## src/sv/prlh_pkg.sv

```systemverilog
// Package for the per-peer RTT log2 histogram block.
// Holds the transaction payload types, status codes and fixed constants.
`timescale 1ns / 1ps

package prlh_pkg;

  localparam int BUCKET_W = 5;
  localparam int RTT_US_W = 35;
  localparam int RAW_BKT_W = 6;
  localparam int KEY_W = 112;
  localparam logic [31:0] LOOPBACK_ADDR = 32'h0100007F;

  localparam logic [1:0] ST_DROP = 2'd0;
  localparam logic [1:0] ST_UPDATE = 2'd1;
  localparam logic [1:0] ST_INSERT = 2'd2;
  localparam logic [1:0] ST_EVICT = 2'd3;

  typedef struct packed {
    logic [63:0] group_id;
    logic [31:0] peer_address;
    logic [15:0] peer_port;
    logic [31:0] smoothed_rtt;
  } in_t;

  typedef struct packed {
    logic [1:0]          status;
    logic [BUCKET_W-1:0] bucket;
    logic [63:0]         sample_count;
    logic [63:0]         rtt_sum_us;
  } out_t;

  typedef struct packed {
    logic                 drop;
    logic [RAW_BKT_W-1:0] bucket_raw;
    logic [RTT_US_W-1:0]  rtt_us;
  } prep_t;

endpackage

```

## src/sv/prlh_prep.sv

```systemverilog
// Sample qualification: drop test, scaling to microseconds and raw log2 bucket.
// Depends on prlh_pkg.
`timescale 1ns / 1ps

module prlh_prep
  import prlh_pkg::*;
(
  input  in_t   req,
  output prep_t prep
);

  logic [RAW_BKT_W-1:0] msb_pos;

  // Position of the leading one of the smoothed RTT.
  always_comb begin
    msb_pos = '0;
    for (int i = 0; i < 32; i++) begin
      if (req.smoothed_rtt[i]) begin
        msb_pos = RAW_BKT_W'(i);
      end
    end
  end

  // Multiplying by eight shifts the leading one up by three places.
  assign prep.drop = (req.smoothed_rtt == '0) || (req.peer_address == '0) ||
                     (req.peer_address == LOOPBACK_ADDR);
  assign prep.bucket_raw = msb_pos + RAW_BKT_W'(3);
  assign prep.rtt_us = {req.smoothed_rtt, 3'b000};

endmodule

```

## config.mk

```make
export PLATFORM = sky130hd
export DESIGN_NAME = prlh_prep
export DESIGN_NICKNAME = d
export VERILOG_FILES = /design/src/sv/prlh_pkg.sv /design/src/sv/prlh_prep.sv
export SDC_FILE = /design/constraint.sdc
export NUM_CORES = 1
export LEC_CHECK = 0
export BUFFER_PORTS_ARGS = -buffer_cell sky130_fd_sc_hd__buf_4
export CAP_MARGIN = 30
export CORE_AREA = 2 2 72 74
export DETAILED_ROUTE_END_ITERATION = 6
export DIE_AREA = 0 0 74 76
export GPL_TIMING_DRIVEN = 0
export PLACE_DENSITY = 0.67
export SETUP_SLACK_MARGIN = 0.02
export SLEW_MARGIN = 10
export SYNTH_ARGS = -nofsm -noshare
export SYNTH_HDL_FRONTEND = slang
export SYNTH_SLANG_ARGS = --single-unit
export TNS_END_PERCENT = 100
```

## constraint.sdc

```tcl
create_clock -name vclk -period 5.4
set_input_delay 0.54 -clock vclk [all_inputs]
set_output_delay 0.54 -clock vclk [all_outputs]
set_load 0.01 [all_outputs]
```

==> metrics.cfg <==
[run_status]
status = completed

[worst_setup_path]
cp_data_arrival_time_ps = 2630
cp.required_ps = 4860
endpoint_kind = output pin
worstPathMaxFanout = 4
startpoint_type = input port
criticalPathCategory = input port to output pin

[synthesis]
synth-simple-area-share_pct = 36.2
synth-compound-area-share_pct = 23.6
synth_top_cell_by_area = buf_4
synth_top_family_by_area = simple AND/OR/NAND/NOR gates
muxShareOfSynthArea_pct = 0
yosysSeqAreaShare_pct = 0
synth.area.top_cells = buf_4, nor2_1, nor4_1
synthCells = 129
syn_avg_cell_area_um2 = 6.22
synth_area_um2 = 802
synth-warning-count = 0
synth_xor_area_share_pct = 2.18
synth_adder_area_share_pct = 1.56
netlist.area_leader.share_pct = 32.8
synth_cell_type_count = 33
yosys-top-cells-count = buf_4, nor2_1, nor4_1
yosysMostFrequentCell = buf_4

[detailed_routing]
wl_um = 3020
drc_errors = 0
wl_per_cell_um = 9.93
dr.pass1.iters = 3
vias = 1217
via_per_inst = 4.00
drt_iter0_markers = 21
postRouteAntennaNets = 0

[flow_run]
maxCapViolCount = 0

[pwr]
irDropWorstVdd_v = 0.0000218
power_density_nw_per_um2 = 71.7
p_leak_uw = 0.000852

[placement]
routabilityCongestion = 0.715
portBuffers = 103
pre_cts_ws_ps = 2210
hpwl_um = 2800

[global_routing]
grt_pass1_wl_um = 4890
grt_max_degree = 8
grt_overflow = 0
grt.total_usage_pct = 10.1
grt_pass1_vias = 1147
grt_antenna_before_repair = 0

[floorplanning]
fp-row-count = 26
die_height_um = 76
start_util_pct = 16.3
dieWidth_um = 74
io_pins = 186
coreArea_um2 = 4910
dieArea_um2 = 5620

[clock_network]
cts_resized = 0
ctsHoldBuffers = 0
postCtsSetupBuffers = 0

[sta]
tightest_slew_ps = 765
hold_slack_ps = 1350
fmax_mhz = 315
relSlewSlack_pct = 48.5
period_minus_slack_ps = 3170
fin_ws_ps = 2230
hold_viol = 0
fin_crit_sh_pct = 58.8
drv_slew = 0
rsz0062_at_grt = no
finalSetupViolCount = 0
setup-tns-final_ps = 0

[final_layout]
fin_nets = 381
antenna-diode-count = 0
seqCellArea_um2 = 0
design.seq.count = 0
drive_gt1_share_pct = 61.1
syn_to_final_growth_pct = 108
nClkBuffers = 0

[hold_path]
holdCritPathClass = input port to output pin

worst max-delay path, stage by stage:
cell      delay (ps)
buf_4            120
or3_1            390
a221oi_2         170
o21ai_1          140
a311oi_2         410
a21oi_1          150
ha_1             260
nor2_1           110
nand2_1           50
a21oi_1          140
buf_4            140
final timing paths:
path | start | to | slack, ps | cells past startpoint
setup / recovery | req[12] | prep[39] | 2230 | 11
hold / removal | req[0] | prep[3] | 1350 | 3
power by group:
part | internal (µW) | switching [µW] | total (µW)
logic | 73.4 | 46.4 | 120
registers | 0 | 0 | 0
clock network | 0 | 0 | 0
logic make-up (layout without fill, tap and decap cells):
| family | after synthesis | count (layout) |
|---|---|---|
| buf+inv | 42 | 145 |
| xor+xnor | 2 | 2 |
| other cells | 1 | 3 |
| compound gates | 25 | 25 |
| fa+ha+maj | 1 | 1 |
| simple gates | 58 | 58 |
cells in the final DEF (no fill, tap or decap), types with 2 or more instances in the layout:
cell      netlist  final
a21oi_1         6      6
nand4_1         4      4
o31ai_1         2      2
inv_1           7      7
nor4_1         13     13
conb_1          1      3
o21ai_1         2      2
xnor2_1         2      2
nand3_1         2      2
nor2_1         23     23
o21bai_1        2      2
nor2b_1         2      2
nor3_1          3      3
nand2_1         5      5
buf_4          35    138
or3_1           2      2
o21ai_2         2      2
layout make-up:
| cell class | count | area, µm² |
|---|---|---|
| fillers | 530 | 3240 |
| multi-input cells | 89 | 520 |
| inverters | 7 | 26.3 |
| well taps | 70 | 87.6 |
| repair buffers | 103 | 773 |
| plain buffers | 35 | 263 |
metal layers:
metal	GRT usage (%)	part of all wire, %
met1	12.9	40
met2	18.7	51
met3	1.59	9.1
met4	0	0
met5	0	0
per-stage QoR:
step,cell area (µm²),power [µW],std cells,utilization [%]
after CTS,1670,121,304,34.0
final,1670,120,304,34.0
after global routing,1670,131,304,34.0
after global placement,1670,120,304,34.0
after floorplan,810,47.2,131,-
after detailed placement,1670,121,304,34.0
Note: power is estimated with default switching activity, not from simulation.
