--- src/sv/prlh_ram.sv ---
// Generic simple dual-port RAM with a registered read port.
// No dependencies.
`timescale 1ns / 1ps

module prlh_ram #(
  parameter int WIDTH = 64,
  parameter int DEPTH = 64
) (
  input  logic                     clk,
  input  logic                     we,
  input  logic [$clog2(DEPTH)-1:0] waddr,
  input  logic [WIDTH-1:0]         wdata,
  input  logic [$clog2(DEPTH)-1:0] raddr,
  output logic [WIDTH-1:0]         rdata
);

  logic [WIDTH-1:0] mem [DEPTH];

  always_ff @(posedge clk) begin
    if (we) begin
      mem[waddr] <= wdata;
    end
    rdata <= mem[raddr];
  end

endmodule

--- config.mk ---
export PLATFORM = sky130hd
export DESIGN_NAME = prlh_ram
export DESIGN_NICKNAME = d
export VERILOG_FILES = /design/src/sv/prlh_ram.sv
export SDC_FILE = /design/constraint.sdc
export NUM_CORES = 2
export LEC_CHECK = 0
export BUFFER_PORTS_ARGS = -buffer_cell sky130_fd_sc_hd__buf_2
export CAP_MARGIN = 20
export CORE_MARGIN = 10
export CORE_UTILIZATION = 25
export CTS_CLUSTER_DIAMETER = 80
export CTS_CLUSTER_SIZE = 30
export DETAILED_ROUTE_END_ITERATION = 8
export PLACE_DENSITY = 0.41
export SLEW_MARGIN = 10
export SYNTH_ARGS = -nofsm -noshare
export SYNTH_HDL_FRONTEND = slang
export SYNTH_SLANG_ARGS = --single-unit
--- constraint.sdc ---
create_clock -name clk -period 16.9 [get_ports clk]
set_clock_uncertainty 0.05 [all_clocks]
set_input_delay 5.07 -clock clk [delete_from_list [all_inputs] [get_ports clk]]
set_output_delay 5.07 -clock clk [all_outputs]
set_load 0.01 [all_outputs]
==> summary.md <==
• 56 — antenna violations before repair
• 6,676 — syn nets
• 6,598 — number of standard cells after synthesis
• 0 — Final ANT Viol Nets
• multiplexers — combinational family with the most area after synthesis
• 4,160 — CTS Sinks
• 119 MHz — highest clock rate
• 49.9% — final worst path period share
• 12.7% — layout overhead on the synthesized area
• 25.1% — starting density of the core
• 79.5% — fraction of the yosys area taken by sequential cells
• 0 — # Max-Cap Violations
• 0 — Pins Over Slew Limit
• mem[47][50]$_DFFE_PP_ — source of the worst hold timing path
• 0.721 — final RePlAce weighted congestion
• rdata[50]$_DFF_P_ — end point of the worst hold path
• 8430 ps — crit path time final
• 88 — worst-path maximum fanout
• 0 — number of buffers inserted by hold repair at cts
• 0.168 mm2 — DP Area
• 9240 ps — arrival time of data at the critical path endpoint
• 4 — number of buffers on the longest clock path
• 75,800 — vias in the first global route
• false — unrepaired setup endpoints after global routing
• built — clock tree from TritonCTS
• sky130_fd_sc_hd__edfxtp_1 — predominant post-synthesis flop cell
• 2.48% — post-synthesis compound-gate area fraction
• 0.623 mm2 — placeable core region
• 0% — area share of fa/ha/maj cells after synthesis
• 513,000 um — drt total wl
• 7 — total iterations of the first detailed-routing run
• 4 — Buf/Inv on CP
• sky130_fd_sc_hd__buf_4 — Slowest cell on crit path
• 290 — # rows
• 105 mW/mm2 — power density over the cells
• sky130_fd_sc_hd__clkbuf_16 — clk root buf
• 6,928 — final layout net count
• 61,100 — fill cell instance count of the final layout
• 1010 ps — latest clock arrival within the worst-skew pair
• 0.657 mm2 — overall die area
• 26.8% — fraction of final layout cells with drive strength greater than 1
• 283,000 um — DPL Wire Length
• 197 — number of clock buffers inserted by TritonCTS
• 90.6 uV — maximum vdd drop
• 0% — Post-synth ARST share
• 33.4 um — average detailed-routed wire length per instance
• 694,000 um — global-route wire length before repair
• 0.176 mm2 — fin area
• sky130_fd_sc_hd__buf_12 — Most Frequent Cell on Critical Path
• mem[13][42]$_DFFE_PP_ — Critical R2R Launch
• 17,710 ps — required time of the critical path
• 7,581 — number of violations reported at the end of detailed-routing iteration 0
• 4,160 — Synth Register Bits
• 142 — I/O pin count
• 811 um — overall die height
• 0 — final global-route overflow total
• 15.2% — total track usage
• buf_12 > buf_12 > buf_4 > buf_12 > mux4_2 > mux2i_1 > o22ai_1 > a41oi_1 > a211oi_1 — cell breakdown of the critical path
• rdata[42]$_DFF_P_ — end of the worst register-to-register path
• 0 — Hold Fails Final Rpt
• 4 — hold path depth
• 15.6% — mux share of post-synthesis cell area
• 9 — Levels on crit path
• 0 ps — Total Negative Setup Slacks
• 0 — total number of yosys warnings
• input pin — startpoint kind of the worst setup timing path
• 23.7 um2 — syn avg cell area
• finished clean — outcome
• 0.0308 mm2 — footprint of the multi-input gates
• 4,096 — number of synthesized flops with an enable pin
• 0.124 mm2 — area taken by flip-flops and latches
• 0% — XOR/XNOR Fraction of Synth Area
• 33 — post-synthesis cell type count
• 0.0522 uW — Leak
• 110 ps — Clock Pin Slew Worst Setup and Hold Paths
• 0 — Remaining DRCs
• 700 ps — CP peak stage delay
• 141 — port buffer count
• input pin to flop — category of the critical setup timing path
• 0 — setup violators final
• 21.3% — Worst slew margin
• 120 — maximum number of pins on one net before global-route repair
• flop to flop — Hold/Removal Path Class
• 4.76 — DR vias/cell
• 4 — maximum level of the CTS H-tree
• buffers and inverters — kind of cell adding the most delay to the critical path
• 0 — number of gates resized after CTS
• 14,320 ps — register-to-register setup slack
• 73,200 — via count
• 5 — Register-to-Register Path Depth
• 0 — count of buffers added by post-CTS timing repair for setup
• 1180 ps — transition time at the pin with the least slew margin
• flop — capturing element type of the critical path
• 0.156 mm2 — cell area after synthesis
• 1.24% — simple-gate share of the synthesized area
• 811 um — die extent in x
## tightest hold or removal path, stage by stage (launching register included)
cell and delay (ps):
sky130_fd_sc_hd__edfxtp_1 330, sky130_fd_sc_hd__mux4_2 230, sky130_fd_sc_hd__a22oi_1 60, sky130_fd_sc_hd__nand3_1 70, sky130_fd_sc_hd__and3_1 140
## placed cells by master (no fill, tap or decap), types with 20 or more instances in the layout
cell and n:
sky130_fd_sc_hd__nand3_1 45, sky130_fd_sc_hd__buf_4 216, sky130_fd_sc_hd__diode_2 35, sky130_fd_sc_hd__clkbuf_1 31, sky130_fd_sc_hd__a211oi_1 61, sky130_fd_sc_hd__clkinv_4 20
sky130_fd_sc_hd__edfxtp_1 4096, sky130_fd_sc_hd__dfxtp_1 64, sky130_fd_sc_hd__o22ai_1 83, sky130_fd_sc_hd__mux4_2 1024, sky130_fd_sc_hd__nor2_1 47, sky130_fd_sc_hd__o221ai_1 38
sky130_fd_sc_hd__clkbuf_16 199, sky130_fd_sc_hd__buf_12 66, sky130_fd_sc_hd__a41oi_1 26, sky130_fd_sc_hd__mux2i_1 135, sky130_fd_sc_hd__or2_2 28, sky130_fd_sc_hd__a22o_1 88
sky130_fd_sc_hd__inv_6 26, sky130_fd_sc_hd__and3_1 64, sky130_fd_sc_hd__nor2b_1 24, sky130_fd_sc_hd__or3_1 29, sky130_fd_sc_hd__nor2_4 65, sky130_fd_sc_hd__nand2_1 54
sky130_fd_sc_hd__buf_2 137, sky130_fd_sc_hd__a22oi_1 168
## sequential cells by signal, summed over array words and instances, names as in the netlist
| register | cells |
|---|---|
| mem | 4096 |
| rdata | 64 |
## worst max path at each step
stage,start,to
CTS,raddr[0],rdata[8]$_DFF_P_
detailed placement,raddr[0],rdata[8]$_DFF_P_
global route,raddr[0],rdata[8]$_DFF_P_
finish,raddr[0],rdata[8]$_DFF_P_
floorplan,waddr[3],mem[48][0]$_DFFE_PP_
global placement,raddr[0],rdata[8]$_DFF_P_
## cells in the mapped netlist (3+ instances only)
| cell | number | area share [%] |
|---|---|---|
| sky130_fd_sc_hd__buf_2 | 170 | 0.54 |
| sky130_fd_sc_hd__o221ai_1 | 38 | 0.21 |
| sky130_fd_sc_hd__and2_1 | 3 | 0.012 |
| sky130_fd_sc_hd__nor2b_1 | 28 | 0.11 |
| sky130_fd_sc_hd__a31oi_1 | 18 | 0.072 |
| sky130_fd_sc_hd__a41oi_1 | 26 | 0.15 |
| sky130_fd_sc_hd__o22ai_1 | 83 | 0.33 |
| sky130_fd_sc_hd__and3_1 | 64 | 0.26 |
| sky130_fd_sc_hd__buf_6 | 6 | 0.043 |
| sky130_fd_sc_hd__a2bb2oi_1 | 19 | 0.11 |
| sky130_fd_sc_hd__mux4_2 | 1024 | 15 |
| sky130_fd_sc_hd__nor2_1 | 112 | 0.27 |
| sky130_fd_sc_hd__or3_1 | 29 | 0.12 |
| sky130_fd_sc_hd__or2_2 | 28 | 0.11 |
| sky130_fd_sc_hd__mux2i_1 | 135 | 0.86 |
| sky130_fd_sc_hd__dfxtp_1 | 64 | 0.82 |
| sky130_fd_sc_hd__buf_1 | 20 | 0.048 |
| sky130_fd_sc_hd__nand2b_1 | 11 | 0.044 |
| sky130_fd_sc_hd__nand2_1 | 58 | 0.14 |
| sky130_fd_sc_hd__clkbuf_1 | 140 | 0.34 |
| sky130_fd_sc_hd__buf_4 | 34 | 0.16 |
| sky130_fd_sc_hd__a22oi_1 | 168 | 0.81 |
| sky130_fd_sc_hd__edfxtp_1 | 4096 | 79 |
| sky130_fd_sc_hd__a22o_1 | 88 | 0.49 |
| sky130_fd_sc_hd__inv_1 | 19 | 0.046 |
| sky130_fd_sc_hd__a211oi_1 | 63 | 0.30 |
| sky130_fd_sc_hd__nand3_1 | 45 | 0.14 |
## cells by family after synthesis
family,after synthesis
AO/OA/AOI/OAI,504
buffers and inverters,389
flip-flops,4160
multiplexers,1159
AND/OR/NAND/NOR,386
## metrics by stage
stage          instances  total power [uW]  utilization, %  hold WS, ps  setup slack, ps
2_1_floorplan       6598             12200               -          738             6340
3_3_place_gp       14900             12700            27.0          792             7300
3_5_place_dp       14900             12800            27.0          783             7260
4_1_cts            15300             18800            28.1          808             8350
5_1_grt            15400             19100            28.2          832             8120
6_report           15400             18500            28.3          801             8470
## where the power goes
part | internal, uW | total [uW] | switching [uW] | leakage [uW]
combinational | 373 | 1030 | 658 | 0.0115
clock | 2430 | 6040 | 3610 | 0.00323
sequential | 11400 | 11500 | 62.5 | 0.0374
total | 14200 | 18500 | 4330 | 0.0522
## layout make-up
| type | count | area share, % |
|---|---|---|
| Antenna cell | 35 | 0.0497 |
| Clock buffer | 232 | 2.91 |
| Clock inverter | 125 | 0.925 |
| Inverter | 19 | 0.0405 |
| Multi-Input combinational cell | 2049 | 17.5 |
| Sequential cell | 4160 | 70.6 |
| Tap cell | 8322 | 5.91 |
| Timing Repair Buffer | 423 | 2.11 |
## layer usage
metal	routed length, um	track usage [%]
met1	225000	20.8
met3	23700	1.85
met5	99	0
met2	254000	26.0
met4	10200	2.70
Power figures use the tool's default switching activity.
